<file path="config.mk">
export PLATFORM = sky130hd
export DESIGN_NAME = miller_rabin_prime_test_64
export DESIGN_NICKNAME = d
export VERILOG_FILES = /design/src/sv/mrpt_pkg.sv /design/src/sv/mrpt_mulmod.sv /design/src/sv/miller_rabin_prime_test_64.sv
export SDC_FILE = /design/constraint.sdc
export NUM_CORES = 2
export LEC_CHECK = 0
export BUFFER_PORTS_ARGS = -buffer_cell sky130_fd_sc_hd__buf_2
export CORE_MARGIN = 3
export CORE_UTILIZATION = 40
export DETAILED_ROUTE_END_ITERATION = 8
export PLACE_DENSITY_LB_ADDON = 0.05
export SLEW_MARGIN = 5
export SYNTH_ARGS = -nofsm -noshare
export SYNTH_HDL_FRONTEND = slang
export SYNTH_SLANG_ARGS = --single-unit
</file>
<file path="constraint.sdc">
create_clock -name i_clk -period 16.3 [get_ports i_clk]
set_input_delay 0.815 -clock i_clk [delete_from_list [all_inputs] [get_ports i_clk]]
set_output_delay 0.815 -clock i_clk [all_outputs]
set_load 0.05 [all_outputs]
</file>
<file path="src/sv/mrpt_pkg.sv">
// ----------------------------------------------------------------------------
// mrpt_pkg
// constants shared by the primality tester modules
// ----------------------------------------------------------------------------
package mrpt_pkg;

    localparam int unsigned WIDTH = 64;

    typedef logic [WIDTH-1:0] t_word;

    localparam t_word SMALL_LIMIT = 64'd4759123141;

    // witness table: entries 0..2 small set, 3..9 large set
    function automatic t_word witness(input logic [3:0] idx);
        t_word w;
        case (idx)
            4'd0:    w = 64'd2;
            4'd1:    w = 64'd7;
            4'd2:    w = 64'd61;
            4'd3:    w = 64'd2;
            4'd4:    w = 64'd325;
            4'd5:    w = 64'd9375;
            4'd6:    w = 64'd28178;
            4'd7:    w = 64'd450775;
            4'd8:    w = 64'd9780504;
            4'd9:    w = 64'd1795265022;
            default: w = '0;
        endcase
        return w;
    endfunction

endpackage

</file>
<file path="src/sv/mrpt_mulmod.sv">
// ----------------------------------------------------------------------------
// mrpt_mulmod
// bit-serial modular multiplier, one double-and-add step per cycle
// ----------------------------------------------------------------------------
module mrpt_mulmod (
    input  logic          i_clk,
    input  logic          i_rst_n,
    input  logic          i_start,
    input  mrpt_pkg::t_word i_a,
    input  mrpt_pkg::t_word i_b,
    input  mrpt_pkg::t_word i_m,
    output logic          o_done,
    output mrpt_pkg::t_word o_p
);
    logic            r_busy, n_busy;
    logic [5:0]      r_cnt, n_cnt;
    mrpt_pkg::t_word r_acc, n_acc;
    mrpt_pkg::t_word r_a, r_b, r_m, n_a, n_b, n_m;
    logic            r_done, n_done;
    logic [64:0]     dbl, dsub, add, asub;
    mrpt_pkg::t_word acc1;

    always_comb begin
        dbl  = {r_acc, 1'b0};
        dsub = dbl - {1'b0, r_m};
        acc1 = dsub[64] ? dbl[63:0] : dsub[63:0];
        add  = {1'b0, acc1} + {1'b0, r_a};
        asub = add - {1'b0, r_m};
        n_busy = r_busy;
        n_cnt  = r_cnt;
        n_acc  = r_acc;
        n_a    = r_a;
        n_b    = r_b;
        n_m    = r_m;
        n_done = 1'b0;
        if (i_start && !r_busy) begin
            n_busy = 1'b1;
            n_cnt  = 6'd63;
            n_acc  = '0;
            n_a    = i_a;
            n_b    = i_b;
            n_m    = i_m;
        end else if (r_busy) begin
            n_acc = r_b[63] ? (asub[64] ? add[63:0] : asub[63:0]) : acc1;
            n_b   = {r_b[62:0], 1'b0};
            n_cnt = r_cnt - 6'd1;
            if (r_cnt == 6'd0) begin
                n_busy = 1'b0;
                n_done = 1'b1;
            end
        end
    end

    always_ff @(posedge i_clk) begin
        if (!i_rst_n) begin
            r_busy <= 1'b0;
            r_done <= 1'b0;
            r_cnt  <= '0;
        end else begin
            r_busy <= n_busy;
            r_done <= n_done;
            r_cnt  <= n_cnt;
        end
        r_acc <= n_acc;
        r_a   <= n_a;
        r_b   <= n_b;
        r_m   <= n_m;
    end

    assign o_done = r_done;
    assign o_p    = r_acc;
endmodule

</file>
<file path="src/sv/miller_rabin_prime_test_64.sv">
// ----------------------------------------------------------------------------
// miller_rabin_prime_test_64
// deterministic miller-rabin primality test on 64-bit unsigned numbers
// ----------------------------------------------------------------------------
// trivial numbers strobe in the cycle after the accepting edge, large primes run all
// seven witnesses; one item at a time, busy while worked
// every multiply goes through one shared bit-serial mulmod
// result is a one-cycle strobe, receiver cannot stall, next item taken in the cycle after
// synchronous active-low reset returns the sequencer to idle
module miller_rabin_prime_test_64 (
    input  logic        i_clk,
    input  logic        i_rst_n,
    input  logic        start,
    output logic        busy,
    input  logic [63:0] i_number,
    output logic        o_valid,
    output logic        o_prime
);
    localparam logic [3:0] S_IDLE  = 4'd0;
    localparam logic [3:0] S_SPLIT = 4'd1;
    localparam logic [3:0] S_WIT   = 4'd2;
    localparam logic [3:0] S_PMUL  = 4'd3; // x = x*a
    localparam logic [3:0] S_PWAIT = 4'd4;
    localparam logic [3:0] S_SMUL  = 4'd5; // a = a*a
    localparam logic [3:0] S_SWAIT = 4'd6;
    localparam logic [3:0] S_CHK   = 4'd7;
    localparam logic [3:0] S_QMUL  = 4'd8; // x = x*x
    localparam logic [3:0] S_QWAIT = 4'd9;
    localparam logic [3:0] S_DONE  = 4'd10;

    logic [3:0]      r_st, n_st;
    mrpt_pkg::t_word r_n, n_n, r_d, n_d, r_e, n_e, r_a, n_a, r_x, n_x;
    logic [5:0]      r_s, n_s, r_r, n_r;
    logic [3:0]      r_wi, n_wi, r_wend, n_wend;
    logic            r_res, n_res;
    logic            mm_start;
    mrpt_pkg::t_word mm_a, mm_b, mm_p, w, nm1;
    logic            mm_done;

    mrpt_mulmod u_mul (
        .i_clk   (i_clk),
        .i_rst_n (i_rst_n),
        .i_start (mm_start),
        .i_a     (mm_a),
        .i_b     (mm_b),
        .i_m     (r_n),
        .o_done  (mm_done),
        .o_p     (mm_p)
    );

    assign w   = mrpt_pkg::witness(r_wi);
    assign nm1 = r_n - 64'd1;

    always_comb begin
        n_st = r_st; n_n = r_n; n_d = r_d; n_e = r_e; n_a = r_a; n_x = r_x;
        n_s = r_s; n_r = r_r; n_wi = r_wi; n_wend = r_wend; n_res = r_res;
        mm_start = 1'b0;
        mm_a = r_x;
        mm_b = r_a;
        case (r_st)
            S_IDLE: begin
                if (start) begin
                    n_n = i_number;
                    n_d = i_number - 64'd1;
                    n_s = '0;
                    n_st = S_SPLIT;
                    // trivial cases decided up front
                    if (i_number < 64'd2) begin
                        n_res = 1'b0; n_st = S_DONE;
                    end else if (i_number < 64'd4) begin
                        n_res = 1'b1; n_st = S_DONE;
                    end else if (!i_number[0]) begin
                        n_res = 1'b0; n_st = S_DONE;
                    end
                    if (i_number < mrpt_pkg::SMALL_LIMIT) begin
                        n_wi = 4'd0; n_wend = 4'd3;
                    end else begin
                        n_wi = 4'd3; n_wend = 4'd10;
                    end
                end
            end
            S_SPLIT: begin
                // strip one trailing zero per cycle
                if (!r_d[0]) begin
                    n_d = {1'b0, r_d[63:1]};
                    n_s = r_s + 6'd1;
                end else begin
                    n_st = S_WIT;
                end
            end
            S_WIT: begin
                if (r_wi == r_wend || w >= r_n) begin
                    n_res = 1'b1; n_st = S_DONE;
                end else begin
                    n_a = w; n_e = r_d; n_x = 64'd1;
                    n_st = r_d[0] ? S_PMUL : S_SMUL;
                end
            end
            S_PMUL: begin
                mm_start = 1'b1; mm_a = r_x; mm_b = r_a; n_st = S_PWAIT;
            end
            S_PWAIT: if (mm_done) begin
                n_x = mm_p; n_st = S_SMUL;
            end
            S_SMUL: begin
                if (r_e[63:1] == '0) begin
                    n_st = S_CHK; n_r = 6'd1;
                end else begin
                    mm_start = 1'b1; mm_a = r_a; mm_b = r_a; n_st = S_SWAIT;
                end
            end
            S_SWAIT: if (mm_done) begin
                n_a = mm_p;
                n_e = {1'b0, r_e[63:1]};
                n_st = r_e[1] ? S_PMUL : S_SMUL;
            end
            S_CHK: begin
                if (r_x == nm1 || (r_r == 6'd1 && r_x == 64'd1)) begin
                    n_wi = r_wi + 4'd1; n_st = S_WIT;
                end else if (r_r >= r_s) begin
                    n_res = 1'b0; n_st = S_DONE;
                end else begin
                    n_st = S_QMUL;
                end
            end
            S_QMUL: begin
                mm_start = 1'b1; mm_a = r_x; mm_b = r_x; n_st = S_QWAIT;
            end
            S_QWAIT: if (mm_done) begin
                n_x = mm_p; n_r = r_r + 6'd1; n_st = S_CHK;
            end
            S_DONE: n_st = S_IDLE;
            default: n_st = S_IDLE;
        endcase
    end

    always_ff @(posedge i_clk) begin
        if (!i_rst_n) begin
            r_st <= S_IDLE;
        end else begin
            r_st <= n_st;
        end
        r_n <= n_n; r_d <= n_d; r_e <= n_e; r_a <= n_a; r_x <= n_x;
        r_s <= n_s; r_r <= n_r; r_wi <= n_wi; r_wend <= n_wend; r_res <= n_res;
    end

    assign busy    = (r_st != S_IDLE);
    assign o_valid = (r_st == S_DONE);
    assign o_prime = r_res;
endmodule

</file>
==> impl_results.md <==
- Num CTS Buffers: 75
- WS Path Type: flip-flop to flip-flop
- Seq/Total Area, Yosys: 42.3%
- Average wire per standard cell: 25.0 um
- # fillers: 10156
- Asr flop ratio synth: 0%
- Synth Register Bits: 626
- Die Wd: 331 um
- Setup Skew: 0.0278 ns
- Initial Utilization: 40.5%
- Initial antenna violation count: 4
- Crit path max fanout: 64
- Clock latency on the worst-skew pair: 0.63 ns
- Hold-fix buffers at CTS: 0
- Ys Warns: 0
- Most common cell after layout, fill and taps aside: nand2_1
- Syn nets: 4738
- Max Fclk: 0.0849 GHz
- Drt pass-1 iters: 6
- Number of synthesized flops with an enable pin: 530
- Status: completed
- Antenna Nets Post-Route: 0
- First-pass GRT wire length: 215 mm
- DP Wirelength: 112 mm
- Mapped Area: 42200 um^2
- Multi-input gate area: 22900 um^2
- Post-CTS setup repair buffer count: 0
- Hold Path Depth: 1
- Hold Startpoint: i_number[24]
- H-tree depth: 3
- FF-to-FF path depth: 39
- Initial DRC Count: 3288
- Reg2reg start: u_mul.o_p[0]
- CP bufs+invs: 5
- Min cycle time layout: 11.78 ns
- Ratio of final minimum period to clock period: 72.3%
- Area grow syn2layout: 9.81%
- Root Buffer: clkbuf_16
- Core ar.: 104000 um^2
- Post-Synthesis Cells: 4431
- I/O Buffers: 69
- Critical Path RT: 16.80 ns
- Max Slew Vio Count: 0
- Hold WS: 0.434 ns
- Vias in the first global route: 32471
- Final Hold Fails: 0
- Share of cells above drive strength 1: 9.13%
- Die Height: 331 um
- Row count: 118
- RR Endpoint: u_mul.o_p[18]
- Maxcap violations: 0
- CP delay by family, top: compound AO/OA/AOI/OAI gates
- Slew Limit Headroom: 23.2%
- Mapped Avg Cell Area: 9.52 um^2
- Placed Area: 43800 um^2
- Setup TNS Final: 0 ns
- RSZ-0062 raised after global routing: no
- Boundary Pins: 70
- FF/Latch Area: 17800 um^2
- Pin count of the biggest net entering global routing: 89
- Most frequent cells in the layout: nand2_1, edfxtp_1, a21oi_1, o21ai_0, nor2_1
- Fin util: 44.5%
- Via density: 5.88
- Hold endpoint: r_n[24]
- # resized after CTS: 0
- Startpoint types: flip-flop
- Post-synth cell types: 92
- TritonCTS clock tree: built
- Total vias in the final route: 34416
- R2r setup slk: 4.52 ns
- Final GP Congestion: 0.933
- Clock buffer depth: 3
- Crit path capture type: flip-flop
- Clock Sink Count: 626
- CP max stage cell: a2111oi_0
- GRT Util Overall: 26.3%
- CP peak stage delay: 0.71 ns
- DRC: 0
- Drt total wl: 146 mm
- Global route total overflow: 0
- Top_reg_cell synth: edfxtp_1
- Actual slew at the worst max-slew pin: 1.15 ns
- Min-delay worst type: primary input to flip-flop
- Nets@finish: 4714
- Die area: 109000 um^2
- Final Cell Area: 46300 um^2
- # setup viols final: 0
- Worst-path clk slew: 0.06 ns
- CP Data Arrival Time: 12.28 ns
## synthesized netlist by cell type, types with 11 or more instances
cell type / number / area [um^2]
a2111oi_0: 14 / 123
a211oi_1: 48 / 360
a21boi_0: 15 / 113
a21o_1: 116 / 871
a21oi_1: 289 / 1450
a221o_1: 44 / 440
a221oi_1: 12 / 105
a22oi_1: 16 / 120
a31oi_1: 38 / 238
and2_1: 86 / 538
and3_1: 65 / 407
and4_1: 16 / 140
clkbuf_1: 185 / 694
dfxtp_1: 96 / 1920
edfxtp_1: 530 / 15900
ha_1: 237 / 2970
inv_1: 186 / 698
mux2_2: 122 / 1370
mux2i_1: 102 / 1020
nand2_1: 569 / 2140
nand2b_1: 44 / 275
nand3_1: 126 / 631
nand4_1: 70 / 438
nor2_1: 243 / 912
nor2b_1: 26 / 163
nor3_1: 92 / 460
nor4_1: 82 / 513
o2111ai_1: 11 / 96.3
o211ai_1: 38 / 285
o21a_1: 29 / 218
o21ai_0: 266 / 1330
o21ai_1: 15 / 75.1
o21bai_1: 39 / 293
o22ai_1: 13 / 81.3
o31ai_1: 18 / 135
or3_1: 28 / 175
or4_1: 18 / 135
xnor2_1: 203 / 1780
xor2_1: 125 / 1090
## cells by family after synthesis
kind of cell / share of synthesized area, %
XOR/XNOR: 6.81
buffers and inverters: 3.58
AO/OA/AOI/OAI: 16.7
AND/OR/NAND/NOR: 17.6
adder cells (fa/ha/maj): 7.17
multiplexers: 5.76
flip-flops: 42.3
## how the worst max path moves through the flow
stage | from | to | slack, ns | depth (start not counted)
2_1_floorplan | u_mul.o_p[0] | u_mul.o_p[11] | 7.53 | 38
3_3_place_gp | u_mul.o_p[0] | u_mul.o_p[11] | 4.86 | 39
3_5_place_dp | u_mul.o_p[0] | u_mul.o_p[6] | 4.71 | 37
4_1_cts | u_mul.o_p[0] | u_mul.o_p[6] | 4.63 | 37
5_1_grt | u_mul.o_p[0] | u_mul.o_p[1] | 3.66 | 37
6_report | u_mul.o_p[0] | u_mul.o_p[18] | 4.52 | 39
## state kept, by name, summed over array words and instances (netlist names), 2 cells and up
| register | flops |
|---|---|
| r_a | 64 |
| r_d | 64 |
| r_n | 64 |
| r_x | 64 |
| u_mul.o_p | 64 |
| u_mul.r_a | 64 |
| u_mul.r_b | 64 |
| u_mul.r_m | 64 |
| r_e | 63 |
| w | 20 |
| r_r | 6 |
| r_s | 6 |
| u_mul.r_cnt | 6 |
| r_st | 4 |
| r_wi | 4 |
| r_wend | 2 |
## layout make-up
| class | count | share of cell area (%) |
|---|---|---|
| diodes | 5 | 0.0270 |
| clock buffers | 90 | 4.37 |
| clock inverters | 48 | 0.940 |
| inverters | 190 | 1.55 |
| multi-input cells | 3410 | 49.5 |
| flip-flops and latches | 626 | 38.5 |
| well taps | 1380 | 3.73 |
| repair buffers | 104 | 1.31 |
## worst register-to-register path: cells and delay by family, from the launching register on
| family | cells | cell delay (ns) |
|---|---|---|
| flops | 1 | 0.39 |
| buf+inv | 5 | 1.63 |
| simple gates | 8 | 1.42 |
| fa+ha+maj | 4 | 1.46 |
| compound gates | 19 | 5.95 |
| xor+xnor | 2 | 0.46 |
| mux | 1 | 0.35 |
## layer usage
layer | global-route usage, % | vias up | part of all wire, %
met4 | 7.92 | 0 | 3.1
met2 | 37.1 | 1155 | 41
met5 | 0 | - | 0
met1 | 41.1 | 16681 | 50
li1 | - | 16380 | -
met3 | 3.67 | 200 | 6.4
## per-stage QoR
step | setup slack [ns] | instances
2_1_floorplan | 7.53 | 4431
3_3_place_gp | 4.86 | 5710
3_5_place_dp | 4.71 | 5710
4_1_cts | 4.63 | 5848
5_1_grt | 3.66 | 5848
6_report | 4.52 | 5853
Power is left out: the tool's default activity adds up to more than one toggle a clock period on the data nets, which glitch-free logic cannot reach.
